`src/hdl/fvws_pkg.sv`:
```
// Shared constants, register codes and types for the four-voice wavetable synthesizer.
// Used by every module of the block but fvws_ram, and by its port checker.
package fvws_pkg;

   // Voices and phase accumulators.
   localparam int VOICES          = 4;
   localparam int VOICE_BITS      = $clog2(VOICES);
   localparam int PHASE_BITS      = 24;

   // Wave table: the top TABLE_ADDR_BITS phase bits address it.
   localparam int TABLE_ADDR_BITS = 8;
   localparam int TABLE_DEPTH     = 1 << TABLE_ADDR_BITS;
   localparam int INDEX_BITS      = 8;
   localparam int WAVE_BITS       = 8;

   // Mixing arithmetic.
   localparam int LEVEL_BITS      = 8;
   localparam int PROD_BITS       = WAVE_BITS + LEVEL_BITS;
   localparam int SUM_BITS        = PROD_BITS + VOICE_BITS;
   localparam int AUDIO_BITS      = 16;
   localparam int AUDIO_SHIFT     = 8;
   localparam int AUDIO_ADJ       = 6;

   // Configuration port.
   localparam int CSR_INDEX_BITS  = 3;
   localparam int CSR_DATA_BITS   = PHASE_BITS;
   localparam logic [LEVEL_BITS-1:0] LEVEL_RESET = '1;

   // Result buffer.
   localparam int OUT_DEPTH       = 4;
   localparam int OUT_PTR_BITS    = $clog2(OUT_DEPTH);
   localparam int OUT_COUNT_BITS  = $clog2(OUT_DEPTH + 1);

   // Request kinds carried on req_tuser.
   localparam logic REQ_SAMPLE      = 1'b0;
   localparam logic REQ_TABLE_WRITE = 1'b1;

   // Register indexes of the configuration port.
   typedef enum logic [CSR_INDEX_BITS-1:0] {
      REG_VOICE0_STEP  = 3'd0,
      REG_VOICE1_STEP  = 3'd1,
      REG_VOICE2_STEP  = 3'd2,
      REG_VOICE3_STEP  = 3'd3,
      REG_VOICE0_LEVEL = 3'd4,
      REG_VOICE1_LEVEL = 3'd5,
      REG_VOICE2_LEVEL = 3'd6,
      REG_VOICE3_LEVEL = 3'd7
   } csr_reg_type;

   // One issue slot from the sequencer into the datapath.
   typedef struct packed {
      logic                  valid;
      logic                  table_write;
      logic [VOICE_BITS-1:0] voice;
      logic                  last;
      logic [INDEX_BITS-1:0] index;
      logic [WAVE_BITS-1:0]  value;
   } issue_type;

endpackage

```
`src/hdl/fvws_ram.sv`:
```
// Generic simple dual-port RAM: one write port, one read port with registered data.
// Stand-alone; no package dependency.
module fvws_ram #(
   parameter int WIDTH = 8,
   parameter int DEPTH = 256
) (
   input  logic                     clock,
   input  logic                     we,
   input  logic [$clog2(DEPTH)-1:0] waddr,
   input  logic [WIDTH-1:0]         wdata,
   input  logic                     re,
   input  logic [$clog2(DEPTH)-1:0] raddr,
   output logic [WIDTH-1:0]         rdata
);

   logic [WIDTH-1:0] mem [DEPTH];
   logic [WIDTH-1:0] rdata_ff;

   // Synchronous write and registered read.
   always_ff @(posedge clock) begin
      if (we) begin
         mem[waddr] <= wdata;
      end
      if (re) begin
         rdata_ff <= mem[raddr];
      end
   end

   assign rdata = rdata_ff;

endmodule

```
`src/hdl/fvws_sequencer.sv`:
```
// Request intake and slot sequencer: splits a sample request into one slot per voice.
// Depends on fvws_pkg; also keeps the result credit count.
module fvws_sequencer
   import fvws_pkg::*;
(
   input  logic                      clock,
   input  logic                      reset,
   input  logic                      req_tvalid,
   output logic                      req_tready,
   input  logic                      req_tuser,
   input  logic [2*INDEX_BITS-1:0]   req_tdata,
   input  logic                      result_push,
   input  logic [OUT_COUNT_BITS-1:0] out_count,
   output issue_type                 issue
);

   logic                  busy_ff, busy_in;
   logic [VOICE_BITS-1:0] slot_ff, slot_in;
   logic                  write_ff, write_in;
   logic [INDEX_BITS-1:0] index_ff, index_in;
   logic [WAVE_BITS-1:0]  value_ff, value_in;
   logic [OUT_COUNT_BITS-1:0] inflight_ff, inflight_in;
   logic [OUT_COUNT_BITS:0]   reserved;
   logic                  last_slot;
   logic                  accept;
   logic                  sample_accept;

   // A table write takes one slot, a sample takes one slot per voice.
   assign last_slot = write_ff || (slot_ff == VOICE_BITS'(VOICES - 1));

   // Samples accepted but not yet in the result buffer, plus what the buffer holds.
   assign reserved = {1'b0, inflight_ff} + {1'b0, out_count};

   assign req_tready    = (!busy_ff || last_slot) &&
                          (reserved < (OUT_COUNT_BITS + 1)'(OUT_DEPTH));
   assign accept        = req_tvalid && req_tready;
   assign sample_accept = accept && (req_tuser == REQ_SAMPLE);

   // Slot handed to the datapath this cycle.
   assign issue.valid       = busy_ff;
   assign issue.table_write = write_ff;
   assign issue.voice       = slot_ff;
   assign issue.last        = last_slot;
   assign issue.index       = index_ff;
   assign issue.value       = value_ff;

   // Next-state logic for the sequencer and the credit count.
   always_comb begin
      busy_in     = busy_ff;
      slot_in     = slot_ff;
      write_in    = write_ff;
      index_in    = index_ff;
      value_in    = value_ff;
      inflight_in = inflight_ff;
      if (accept) begin
         busy_in  = 1'b1;
         slot_in  = '0;
         write_in = req_tuser;
         index_in = req_tdata[INDEX_BITS-1:0];
         value_in = req_tdata[INDEX_BITS +: WAVE_BITS];
      end else if (busy_ff && last_slot) begin
         busy_in = 1'b0;
      end else if (busy_ff) begin
         slot_in = slot_ff + 1'b1;
      end
      if (sample_accept && !result_push) begin
         inflight_in = inflight_ff + 1'b1;
      end else if (!sample_accept && result_push) begin
         inflight_in = inflight_ff - 1'b1;
      end
   end

   always_ff @(posedge clock) begin
      if (reset) begin
         busy_ff     <= 1'b0;
         inflight_ff <= '0;
      end else begin
         busy_ff     <= busy_in;
         inflight_ff <= inflight_in;
      end
      slot_ff  <= slot_in;
      write_ff <= write_in;
      index_ff <= index_in;
      value_ff <= value_in;
   end

endmodule

```
`src/hdl/fvws_datapath.sv`:
```
// Voice datapath: phase memory read-modify-write, wave table lookup, level multiply, mix.
// Depends on fvws_pkg and fvws_ram.
module fvws_datapath
   import fvws_pkg::*;
(
   input  logic                                   clock,
   input  logic                                   reset,
   input  issue_type                              issue,
   input  logic [VOICES-1:0][PHASE_BITS-1:0]      voice_step,
   input  logic [VOICES-1:0][LEVEL_BITS-1:0]      voice_level,
   output logic                                   push,
   output logic [AUDIO_BITS-1:0]                  push_data
);

   // Stage 1: phase data back from memory.
   logic                  s1_valid_ff;
   logic                  s1_write_ff;
   logic                  s1_seen_ff;
   logic [VOICE_BITS-1:0] s1_voice_ff;
   logic                  s1_last_ff;
   logic [INDEX_BITS-1:0] s1_index_ff;
   logic [WAVE_BITS-1:0]  s1_value_ff;
   // Stage 2: table data back from memory.
   logic                  s2_valid_ff;
   logic [VOICE_BITS-1:0] s2_voice_ff;
   logic                  s2_last_ff;
   // Stage 3: product registered.
   logic                  s3_valid_ff;
   logic                  s3_first_ff;
   logic                  s3_last_ff;
   logic [PROD_BITS-1:0]  prod_ff;
   logic [SUM_BITS-1:0]   sum_ff;
   logic [SUM_BITS-1:0]   sum_in;

   logic [VOICES-1:0]     phase_valid_ff, phase_valid_in;
   logic [PHASE_BITS-1:0] phase_rdata;
   logic [PHASE_BITS-1:0] phase_old;
   logic [PHASE_BITS-1:0] phase_new;
   logic [WAVE_BITS-1:0]  wave_rdata;
   logic                  phase_re;
   logic                  phase_we;
   logic                  table_we;
   logic                  table_re;

   // Phase accumulators: read at issue, written back from stage 1 in the next cycle. The
   // other voices' slots lie between two reads of the same voice, so no forwarding is needed.
   assign phase_re = issue.valid && !issue.table_write;
   assign phase_we = s1_valid_ff && !s1_write_ff;

   fvws_ram #(
      .WIDTH (PHASE_BITS),
      .DEPTH (VOICES)
   ) u_phase_ram (
      .clock (clock),
      .we    (phase_we),
      .waddr (s1_voice_ff),
      .wdata (phase_new),
      .re    (phase_re),
      .raddr (issue.voice),
      .rdata (phase_rdata)
   );

   // An accumulator never written since reset reads as zero.
   assign phase_old = s1_seen_ff ? phase_rdata : '0;
   assign phase_new = phase_old + voice_step[s1_voice_ff];

   always_comb begin
      phase_valid_in = phase_valid_ff;
      if (phase_we) begin
         phase_valid_in[s1_voice_ff] = 1'b1;
      end
   end

   // Wave table: writes and lookups both happen in stage 1, in request order.
   assign table_we = s1_valid_ff && s1_write_ff;
   assign table_re = s1_valid_ff && !s1_write_ff;

   fvws_ram #(
      .WIDTH (WAVE_BITS),
      .DEPTH (TABLE_DEPTH)
   ) u_wave_ram (
      .clock (clock),
      .we    (table_we),
      .waddr (TABLE_ADDR_BITS'(s1_index_ff)),
      .wdata (s1_value_ff),
      .re    (table_re),
      .raddr (phase_new[PHASE_BITS-1 -: TABLE_ADDR_BITS]),
      .rdata (wave_rdata)
   );

   // Mix: the first voice of a sample restarts the sum.
   assign sum_in    = (s3_first_ff ? '0 : sum_ff) + SUM_BITS'(prod_ff);
   assign push      = s3_valid_ff && s3_last_ff;
   assign push_data = AUDIO_BITS'((sum_in >> AUDIO_SHIFT) << AUDIO_ADJ);

   // Pipeline registers.
   always_ff @(posedge clock) begin
      if (reset) begin
         s1_valid_ff    <= 1'b0;
         s2_valid_ff    <= 1'b0;
         s3_valid_ff    <= 1'b0;
         phase_valid_ff <= '0;
      end else begin
         s1_valid_ff    <= issue.valid;
         s2_valid_ff    <= table_re;
         s3_valid_ff    <= s2_valid_ff;
         phase_valid_ff <= phase_valid_in;
      end
      s1_write_ff <= issue.table_write;
      s1_seen_ff  <= phase_valid_ff[issue.voice];
      s1_voice_ff <= issue.voice;
      s1_last_ff  <= issue.last;
      s1_index_ff <= issue.index;
      s1_value_ff <= issue.value;
      s2_voice_ff <= s1_voice_ff;
      s2_last_ff  <= s1_last_ff;
      s3_first_ff <= (s2_voice_ff == '0);
      s3_last_ff  <= s2_last_ff;
      prod_ff     <= wave_rdata * voice_level[s2_voice_ff];
      if (s3_valid_ff) begin
         sum_ff <= sum_in;
      end
   end

endmodule

```
`src/hdl/fvws_out_buf.sv`:
```
// Four-entry result buffer that drives the rsp_ stream.
// Depends on fvws_pkg.
module fvws_out_buf
   import fvws_pkg::*;
(
   input  logic                      clock,
   input  logic                      reset,
   input  logic                      push,
   input  logic [AUDIO_BITS-1:0]     push_data,
   output logic                      rsp_tvalid,
   input  logic                      rsp_tready,
   output logic [AUDIO_BITS-1:0]     rsp_tdata,
   output logic [OUT_COUNT_BITS-1:0] count
);

   logic [AUDIO_BITS-1:0]     entry_ff [OUT_DEPTH];
   logic [OUT_PTR_BITS-1:0]   wr_ptr_ff;
   logic [OUT_PTR_BITS-1:0]   rd_ptr_ff;
   logic [OUT_COUNT_BITS-1:0] count_ff, count_in;
   logic                      pop;

   assign rsp_tvalid = (count_ff != '0);
   assign rsp_tdata  = entry_ff[rd_ptr_ff];
   assign pop        = rsp_tvalid && rsp_tready;
   assign count      = count_ff;

   // The sequencer's credit count keeps pushes within the buffer depth.
   always_comb begin
      count_in = count_ff;
      if (push && !pop) begin
         count_in = count_ff + 1'b1;
      end else if (!push && pop) begin
         count_in = count_ff - 1'b1;
      end
   end

   always_ff @(posedge clock) begin
      if (reset) begin
         wr_ptr_ff <= '0;
         rd_ptr_ff <= '0;
         count_ff  <= '0;
      end else begin
         if (push) begin
            wr_ptr_ff <= wr_ptr_ff + 1'b1;
         end
         if (pop) begin
            rd_ptr_ff <= rd_ptr_ff + 1'b1;
         end
         count_ff <= count_in;
      end
      if (push) begin
         entry_ff[wr_ptr_ff] <= push_data;
      end
   end

endmodule

```
`src/hdl/four_voice_wavetable_synth.sv`:
```
// Top level of the four-voice wavetable synthesizer: register file and submodule wiring.
// Depends on fvws_pkg, fvws_sequencer, fvws_datapath and fvws_out_buf.
//
// A sample request (req_tuser 0) takes one slot per voice: the voices share one read
// port of the phase memory and one read port of the wave table, so the next request
// is taken no sooner than the last voice slot, and only while the credit count shows
// room. A table write request (req_tuser 1) takes one slot and gives no result. The
// sample reaches rsp_ through the datapath stages, and a four-entry result buffer lets
// new requests enter while results wait. Table entries must be written before a sample
// reads them. Registers must be written on csr_ only while no request is in flight,
// which the block does not enforce; steps (indexes 0 to 3) reset to zero, levels to 255.
module four_voice_wavetable_synth
   import fvws_pkg::*;
(
   input  logic                      clock,
   input  logic                      reset,
   // Request stream.
   input  logic                      req_tvalid,
   output logic                      req_tready,
   input  logic [2*INDEX_BITS-1:0]   req_tdata,  // table_index [7:0], table_value [15:8]
   input  logic                      req_tuser,  // req_type [0]
   // Result stream.
   output logic                      rsp_tvalid,
   input  logic                      rsp_tready,
   output logic [AUDIO_BITS-1:0]     rsp_tdata,  // audio_sample [15:0]
   // Register write port.
   input  logic                      csr_we,
   input  logic [CSR_INDEX_BITS-1:0] csr_index,
   input  logic [CSR_DATA_BITS-1:0]  csr_wdata
);

   logic [VOICES-1:0][PHASE_BITS-1:0] step_ff, step_in;
   logic [VOICES-1:0][LEVEL_BITS-1:0] level_ff, level_in;
   issue_type                         issue;
   logic                              push;
   logic [AUDIO_BITS-1:0]             push_data;
   logic [OUT_COUNT_BITS-1:0]         out_count;

   // Register write decode.
   always_comb begin
      step_in  = step_ff;
      level_in = level_ff;
      if (csr_we) begin
         unique case (csr_index)
            REG_VOICE0_STEP:  step_in[0]  = csr_wdata[PHASE_BITS-1:0];
            REG_VOICE1_STEP:  step_in[1]  = csr_wdata[PHASE_BITS-1:0];
            REG_VOICE2_STEP:  step_in[2]  = csr_wdata[PHASE_BITS-1:0];
            REG_VOICE3_STEP:  step_in[3]  = csr_wdata[PHASE_BITS-1:0];
            REG_VOICE0_LEVEL: level_in[0] = csr_wdata[LEVEL_BITS-1:0];
            REG_VOICE1_LEVEL: level_in[1] = csr_wdata[LEVEL_BITS-1:0];
            REG_VOICE2_LEVEL: level_in[2] = csr_wdata[LEVEL_BITS-1:0];
            REG_VOICE3_LEVEL: level_in[3] = csr_wdata[LEVEL_BITS-1:0];
            default: ;
         endcase
      end
   end

   always_ff @(posedge clock) begin
      if (reset) begin
         step_ff  <= '0;
         level_ff <= {VOICES{LEVEL_RESET}};
      end else begin
         step_ff  <= step_in;
         level_ff <= level_in;
      end
   end

   fvws_sequencer u_sequencer (
      .clock       (clock),
      .reset       (reset),
      .req_tvalid  (req_tvalid),
      .req_tready  (req_tready),
      .req_tuser   (req_tuser),
      .req_tdata   (req_tdata),
      .result_push (push),
      .out_count   (out_count),
      .issue       (issue)
   );

   fvws_datapath u_datapath (
      .clock       (clock),
      .reset       (reset),
      .issue       (issue),
      .voice_step  (step_ff),
      .voice_level (level_ff),
      .push        (push),
      .push_data   (push_data)
   );

   fvws_out_buf u_out_buf (
      .clock      (clock),
      .reset      (reset),
      .push       (push),
      .push_data  (push_data),
      .rsp_tvalid (rsp_tvalid),
      .rsp_tready (rsp_tready),
      .rsp_tdata  (rsp_tdata),
      .count      (out_count)
   );

endmodule

```
`config.mk`:
```
export PLATFORM = sky130hd
export DESIGN_NAME = four_voice_wavetable_synth
export DESIGN_NICKNAME = d
export VERILOG_FILES = /design/src/hdl/fvws_pkg.sv /design/src/hdl/fvws_ram.sv /design/src/hdl/fvws_sequencer.sv /design/src/hdl/fvws_datapath.sv /design/src/hdl/fvws_out_buf.sv /design/src/hdl/four_voice_wavetable_synth.sv
export SDC_FILE = /design/constraint.sdc
export NUM_CORES = 2
export LEC_CHECK = 0
export BUFFER_PORTS_ARGS = -buffer_cell sky130_fd_sc_hd__buf_2
export CAP_MARGIN = 0
export CORE_ASPECT_RATIO = 1.5
export CORE_MARGIN = 2
export CORE_UTILIZATION = 55
export CTS_CLUSTER_DIAMETER = 30
export DETAILED_ROUTE_END_ITERATION = 10
export GPL_TIMING_DRIVEN = 0
export PLACE_DENSITY_LB_ADDON = 0.3
export SYNTH_ARGS = -nofsm -noshare
export SYNTH_HDL_FRONTEND = slang
export SYNTH_SLANG_ARGS = --single-unit
export TNS_END_PERCENT = 20
```
`constraint.sdc`:
```
create_clock -name clock -period 8.4 [get_ports clock]
set_input_delay 0.84 -clock clock [delete_from_list [all_inputs] [get_ports clock]]
set_output_delay 0.84 -clock clock [all_outputs]
set_load 0.005 [all_outputs]
```
Word-level counts from Yosys, hierarchy flattened

Memories as Yosys holds them, arrays and structs flattened. A register that Yosys moved wholly into a read port is not among the register bits.
Cells that the tools add are included.

RAM bits: 2,184
Word-level logic and storage cells: 124
Flip-flop bits (word level): 225
Input port bits: 49
Output and inout bits: 18
Memories: 3

Memories:

| memory                     | depth | bits a word | read ports | clocked after Yosys merged registers in | write ports | RTL line           | text |
|---|---|---|---|---|---|---|---|
| u_datapath.u_wave_ram.mem  | 256   | 8           | 1          | 1                                       | 1           | fvws_ram.sv:16     | `logic [WIDTH-1:0] mem [DEPTH];` |
| u_datapath.u_phase_ram.mem | 4     | 24          | 1          | 1                                       | 1           | fvws_ram.sv:16     |  |
| u_out_buf.entry_ff         | 4     | 10          | 1          | 1                                       | 1           | fvws_out_buf.sv:16 | `logic [AUDIO_BITS-1:0] entry_ff [OUT_DEPTH];` |

Muxes and demuxes: 24
Bitwise gates (word level): 3
Magnitude comparators: 5
Reduce and logical (&&, ||, !) cells: 37
$mul: 1
Add/subtract/negate cells: 10
Equality and inequality tests: 8

Operator list:

| kind                  | number |
|---|---|
| $bmux W24 S2          | 1 |
| $mux W24              | 2 |
| $add A24 B24 Y24      | 1 |
| $add A18 B16 Y18      | 1 |
| $mux W18              | 1 |
| $reduce_and A2 Y1     | 9 |
| $bmux W8 S2           | 1 |
| $mul A8 B8 Y16        | 1 |
| $logic_and A1 B1 Y1   | 14 |
| $eq A3 B3 Y1 const B  | 4 |
| $mux W3               | 4 |
| $mux W1               | 10 |
| $lt A2 B3 Y1 const B  | 3 |
| $mux W8               | 1 |
| $add A2 B1 Y2 const B | 3 |
| $add A3 B1 Y3 const B | 2 |
| $eq A3 B2 Y1 const B  | 2 |
| $logic_not A1 Y1      | 6 |
| $reduce_bool A2 Y1    | 3 |
| $sub A3 B1 Y3 const B | 2 |
| $add A3 B3 Y4         | 1 |
| $lt A4 B3 Y1 const B  | 1 |
| $mux W2               | 2 |
| $or A4 B4 Y4          | 1 |
| other kinds (10)      | 12 |

Longest topological paths before layout

Word-level depth: 10
Mapped depth: 24

By module

From an unflattened synthesis, not the netlist that was laid out.

Cell total of the unflattened synthesis: 5,236
Area, all modules: 99,444.1 µm²

Modules (own cells, without submodules):

| module                             | cells an instance | area each (µm²) | times used |
|---|---|---|---|
| fvws_ram at u_datapath.u_wave_ram  | 3,733             | 79,636.4        | 1 |
| fvws_datapath                      | 705               | 6,842.8         | 1 |
| four_voice_wavetable_synth         | 462               | 5,033.6         | 1 |
| fvws_ram at u_datapath.u_phase_ram | 154               | 4,255.3         | 1 |
| fvws_out_buf                       | 127               | 2,777.7         | 1 |
| fvws_sequencer                     | 55                | 898.4           | 1 |

Least setup slack after synthesis

OpenSTA, ideal clock, no wires.

Path kind: reg-to-reg
Start point: register u_datapath.s1_voice_ff[1]
End point: register u_datapath.u_wave_ram.rdata_ff[1], in the netlist u_datapath.u_wave_ram.rdata[1] (read register of u_datapath.u_wave_ram.mem), data pin
Arrival: 5.776 ns
Setup slack: 2.360 ns
Period minus slack after synthesis: 6.040 ns
Data required time: 8.137 ns
Cell stages (with the launch flop): 21
Cell sequence: dfxtp_1 clkbuf_1 clkbuf_1 clkbuf_1 mux4_2 ha_1 fa_1 a21oi_1 o211ai_1 nand4b_1 a21oi_1 or3_4 nand2_2 buf_6 buf_4 buf_2 mux4_2 a221oi_1 o22ai_1 o31a_1 a2111o_1

Longest elaborated chain between the ends: 3

RTL lines:

| item                           | RTL line             | text |
|---|---|---|
| from (decl)                    | fvws_datapath.sv:19  | `logic [VOICE_BITS-1:0] s1_voice_ff;` |
| from (signal assigned)         | fvws_datapath.sv:111 | `s1_voice_ff <= issue.voice;` |
| $bmux W24 S2                   | fvws_datapath.sv:65  | `assign phase_new = phase_old + voice_step[s1_voice_ff];` |
| $mux W24 (not written as such) | fvws_datapath.sv:65  |  |
| $add A24 B24 Y24               | fvws_datapath.sv:65  |  |
| to (decl)                      | fvws_ram.sv:17       | `logic [WIDTH-1:0] rdata_ff;` |

No other way between the ends. The select of a mux whose other input is x is not followed.
A chain may end at the register's enable or synchronous reset.

Worst setup path after layout

Start point: register u_datapath.s1_voice_ff[1]
End point: register u_datapath.u_wave_ram.rdata_ff[6], in the netlist u_datapath.u_wave_ram.rdata[6] (read register of u_datapath.u_wave_ram.mem), data pin

Longest elaborated chain between the ends: 3

RTL lines:

| item                               | RTL line            | text |
|---|---|---|
| $bmux W24 S2                       | fvws_datapath.sv:65 |  |
| $mux W24 (not written as such)     | fvws_datapath.sv:65 |  |
| $add A24 B24 Y24                   | fvws_datapath.sv:65 |  |
| named net u_datapath.phase_new[17] | fvws_datapath.sv:38 | `logic [PHASE_BITS-1:0] phase_new;` |

The timed path passes the listed nets, and every way through them passes these cells. The select of a mux whose other input is x is not followed.

==> impl_results.md <==
* Reg clk slew, reported paths at 0.06 ns
* Top achievable clock speed at 0.117 GHz
* Die area at 181000 sq um
* Fillers at 11800
* NumNets Final at 6189
* Top_reg_cell synth: edfxtp_1
* Vias in the first global route at 57400
* Initial Util at 55.3%
* Crit Path Category: flip-flop to flip-flop
* Synth unique cells at 75
* Skew-Pair Late Insertion Delay at 0.88 ns
* Total GRT Usage at 33.4%
* #FFs+latches synth at 2443
* Post-DP HPWL at 205000 um
* Status: complete, but fails checks
* Die W at 348 um
* Clk sinks at 2443
* Drc violations at 0
* Vias per cell at 6.71
* Post-synthesis area per instance at 17.4 sq um
* Total gr overflow at 0
* CP endpoint: u_datapath.u_wave_ram.rdata[6]
* Cell Area, Synth at 97700 sq um
* Clock buffer depth at 4
* Worst slack, placed at -1.53 ns
* Number of synthesized flops with an enable pin at 2251
* Clock skew at 0.0444 ns
* Iteration-0 DRC Markers at 7610
* Worst-Margin Slew at 1.60 ns
* R2r setup slk at -0.16 ns
* Critical path launch point type: flip-flop
* TritonCTS clock tree: yes
* Dpl cells at 7978
* CP Max Fanout at 13
* Root Driver: clkbuf_16
* R2r endpoint: u_datapath.u_wave_ram.rdata[6]
* Share of cells above drive strength 1 at 20.5%
* Final std cells w/o fill at 8600
* Initial DRT Pass Iterations at 8
* Core ar. at 177000 sq um
* FP Rows at 189
* Crit. Startpoint: u_datapath.s1_voice_ff[1]
* Global placement routability congestion at 1.03
* Final min period at 8.56 ns
* Failing checks: max-capacitance violations, max-slew violations, negative setup slack
* Worst Hold Class: input port to flip-flop
* Htree depth at 5
* P_leak at 37.2 nW
* Worst Reg-to-Reg Cells at 20
* Final ANT Viol Nets at 0
* Most frequent cells in the layout: 2251 x edfxtp_1, 521 x nand2_1, 451 x mux4_2
* Largest net degree at the start of global routing at 104
* Final Hold Vio Count at 0
* Sequential area share after synthesis at 73.1%
* Num CTS Buffers at 329
* Worst rel slew slack at -6.80%
* Yosys Warn Count at 0
* Async set or reset register ratio after synthesis at 0%
* Number of I/O pins at 67
* Initial antenna violation count at 18
* Buffers on Ports at 51
* Final setup viols at 1
* Final WL at 304000 um
* Tcrit/Tclk final at 102%
* Wire per inst at 35.3 um
* Die Y at 520 um
* Worst EP required at 8.95 ns
* VDD IR-drop max at 0.000239 V
* Hold-fix buffers at CTS at 0
* Via count at 57700
* Post-route setup slack at -0.164 ns
* RSZ-0062 raised after global routing: false
* Most common cell after layout, fill and taps aside: edfxtp_1
* First-pass GRT wire length at 420000 um
* Arr. time, crit path at 9.11 ns
* Worst setup EP type: flip-flop
* P per Cell Area at 304 nW/um^2
* Max cap viols at 5
* Area grow syn2layout at 15.5%
* Crit Reg-Reg Startpoint: u_datapath.s1_voice_ff[1]
* Max-slew violations at 55
* Mapped Cells at 5605
* Setup bufs post-CTS at 0
==> metal layers <==
layer / wire length, um / share of wire [%] / global-route usage, %
met1: 94200 / 31 / 36.5
met5: 85 / 0.028 / 0
met3: 31900 / 11 / 8.91
met4: 28900 / 9.5 / 27.2
met2: 149000 / 49 / 54.8
==> how the worst min path moves through the flow <==
stage | start | to | slack, ns | cells after the start
finish | req_tdata[14] | u_sequencer.value_ff[6] | 0.15 | 1
global route | req_tdata[15] | u_sequencer.value_ff[7] | 0.14 | 1
CTS | req_tdata[14] | u_sequencer.value_ff[6] | 0.11 | 1
detailed placement | u_datapath.s1_last_ff | u_datapath.s2_last_ff | 0.32 | 0
global placement | u_datapath.s2_last_ff | u_datapath.s3_last_ff | 0.32 | 0
floorplan | u_datapath.s1_last_ff | u_datapath.s2_last_ff | 0.31 | 0
==> flip-flops by register name (all words and copies together) (netlist names), 4 cells and up, named ones only <==
name and flops:
u_datapath.u_phase_ram.mem 96, u_sequencer.index_ff 8, u_datapath.s1_value_ff 8, u_sequencer.value_ff 8, u_datapath.s1_index_ff 8, u_out_buf.entry_ff 40
u_datapath.u_wave_ram.mem 2048, u_datapath.phase_valid_ff 4, u_datapath.sum_ff 18, u_datapath.prod_ff 16, level_ff 32, step_ff 96
u_datapath.u_wave_ram.rdata 8, u_datapath.u_phase_ram.rdata 24
==> worst max-delay path, stage by stage (launching register included) <==
cell and delay, ns:
dfxtp_2 0.61, clkbuf_2 0.40, clkbuf_2 0.39, mux4_2 0.49, ha_1 0.39, a21oi_1 0.25
o21ai_1 0.12, a211oi_2 0.31, a21oi_2 0.16, o31ai_2 0.31, xnor2_1 0.35, buf_6 0.26
buf_2 0.51, buf_2 0.60, buf_2 0.62, clkbuf_2 0.63, a31oi_1 0.20, a221oi_1 0.45
o22ai_1 0.28, nor4b_1 0.65, nor4_2 0.18
==> kinds of logic after synthesis <==
logic type	share of synthesized area [%]
DFF	73.1
and+or+nand+nor	5.91
AOI/OAI and AO/OA	6.10
muxes	10.4
buffers and inverters	2.16
adders and majority gates	1.90
xor gates and xnor gates	0.350
other	0.00384
==> stage by stage <==
stage	util (%)	power [W]	hold WS (ns)	instance area [sq um]	setup TNS, ns
floorplan	-	0.0183	0.310	97700	0
global placement	57.1	0.0205	0.320	101000	-10.32
detailed placement	57.5	0.0204	0.318	102000	-8.33
CTS	63.8	0.0342	0.115	113000	0
global route	63.9	0.0351	0.138	113000	0
finish	63.9	0.0343	0.148	113000	-0.164
==> final cells by class <==
type	instances	area, sq um	share of cell area, %
inverters	80	300	0.266
multi-input cells	2718	24200	21.5
clock inverters	242	2610	2.32
plain buffers	366	1850	1.64
flip-flops and latches	2443	71500	63.3
repair buffers	78	920	0.815
well taps	2292	2870	2.54
clock buffers	361	8550	7.57
diodes	20	50.0	0.0444
==> power breakdown <==
| group | internal (W) | switching, W |
|---|---|---|
| clock network | 0.00842 | 0.00566 |
| registers | 0.0144 | 0.000285 |
| logic | 0.00187 | 0.00368 |
==> cell usage after synthesis (all sizes together) (3+ instances only) <==
cell type,n,area [sq um]
inv,79,297
nor4b,3,26.3
o22ai,26,163
xor2,12,105
and4,6,52.6
or2,5,31.3
buf,147,970
a221oi,98,865
xnor2,27,236
a21o,12,90.1
nor3,12,60.1
ha,84,1050
nand3b,8,60.1
fa,40,801
a2111oi,6,60.1
dfxtp,192,3840
and2,83,519
nand2,522,1960
nor4,4,25.0
or3,10,67.6
a22o,106,928
a311oi,28,245
o31a,4,35.0
nand4,13,81.3
or4,13,97.6
mux2i,4,40.0
a22oi,22,165
clkbuf,222,843
o21ai,29,145
mux4,451,10200
nand3,39,195
o22a,24,210
a21boi,12,90.1
o211ai,4,30.0
o21a,10,75.1
nand2b,13,81.3
and3,139,870
nor2b,53,332
nor2,342,1290
edfxtp,2251,67600
a211oi,134,1020
a21oi,173,877
a211o,25,219
a31oi,101,632
==> timing repair <==
action / CTS / global route
resized for setup: 15 / 17
gates cloned: 0 / 0
setup endpoints to repair: 8 / 8
(Power assumes the default switching activity.)
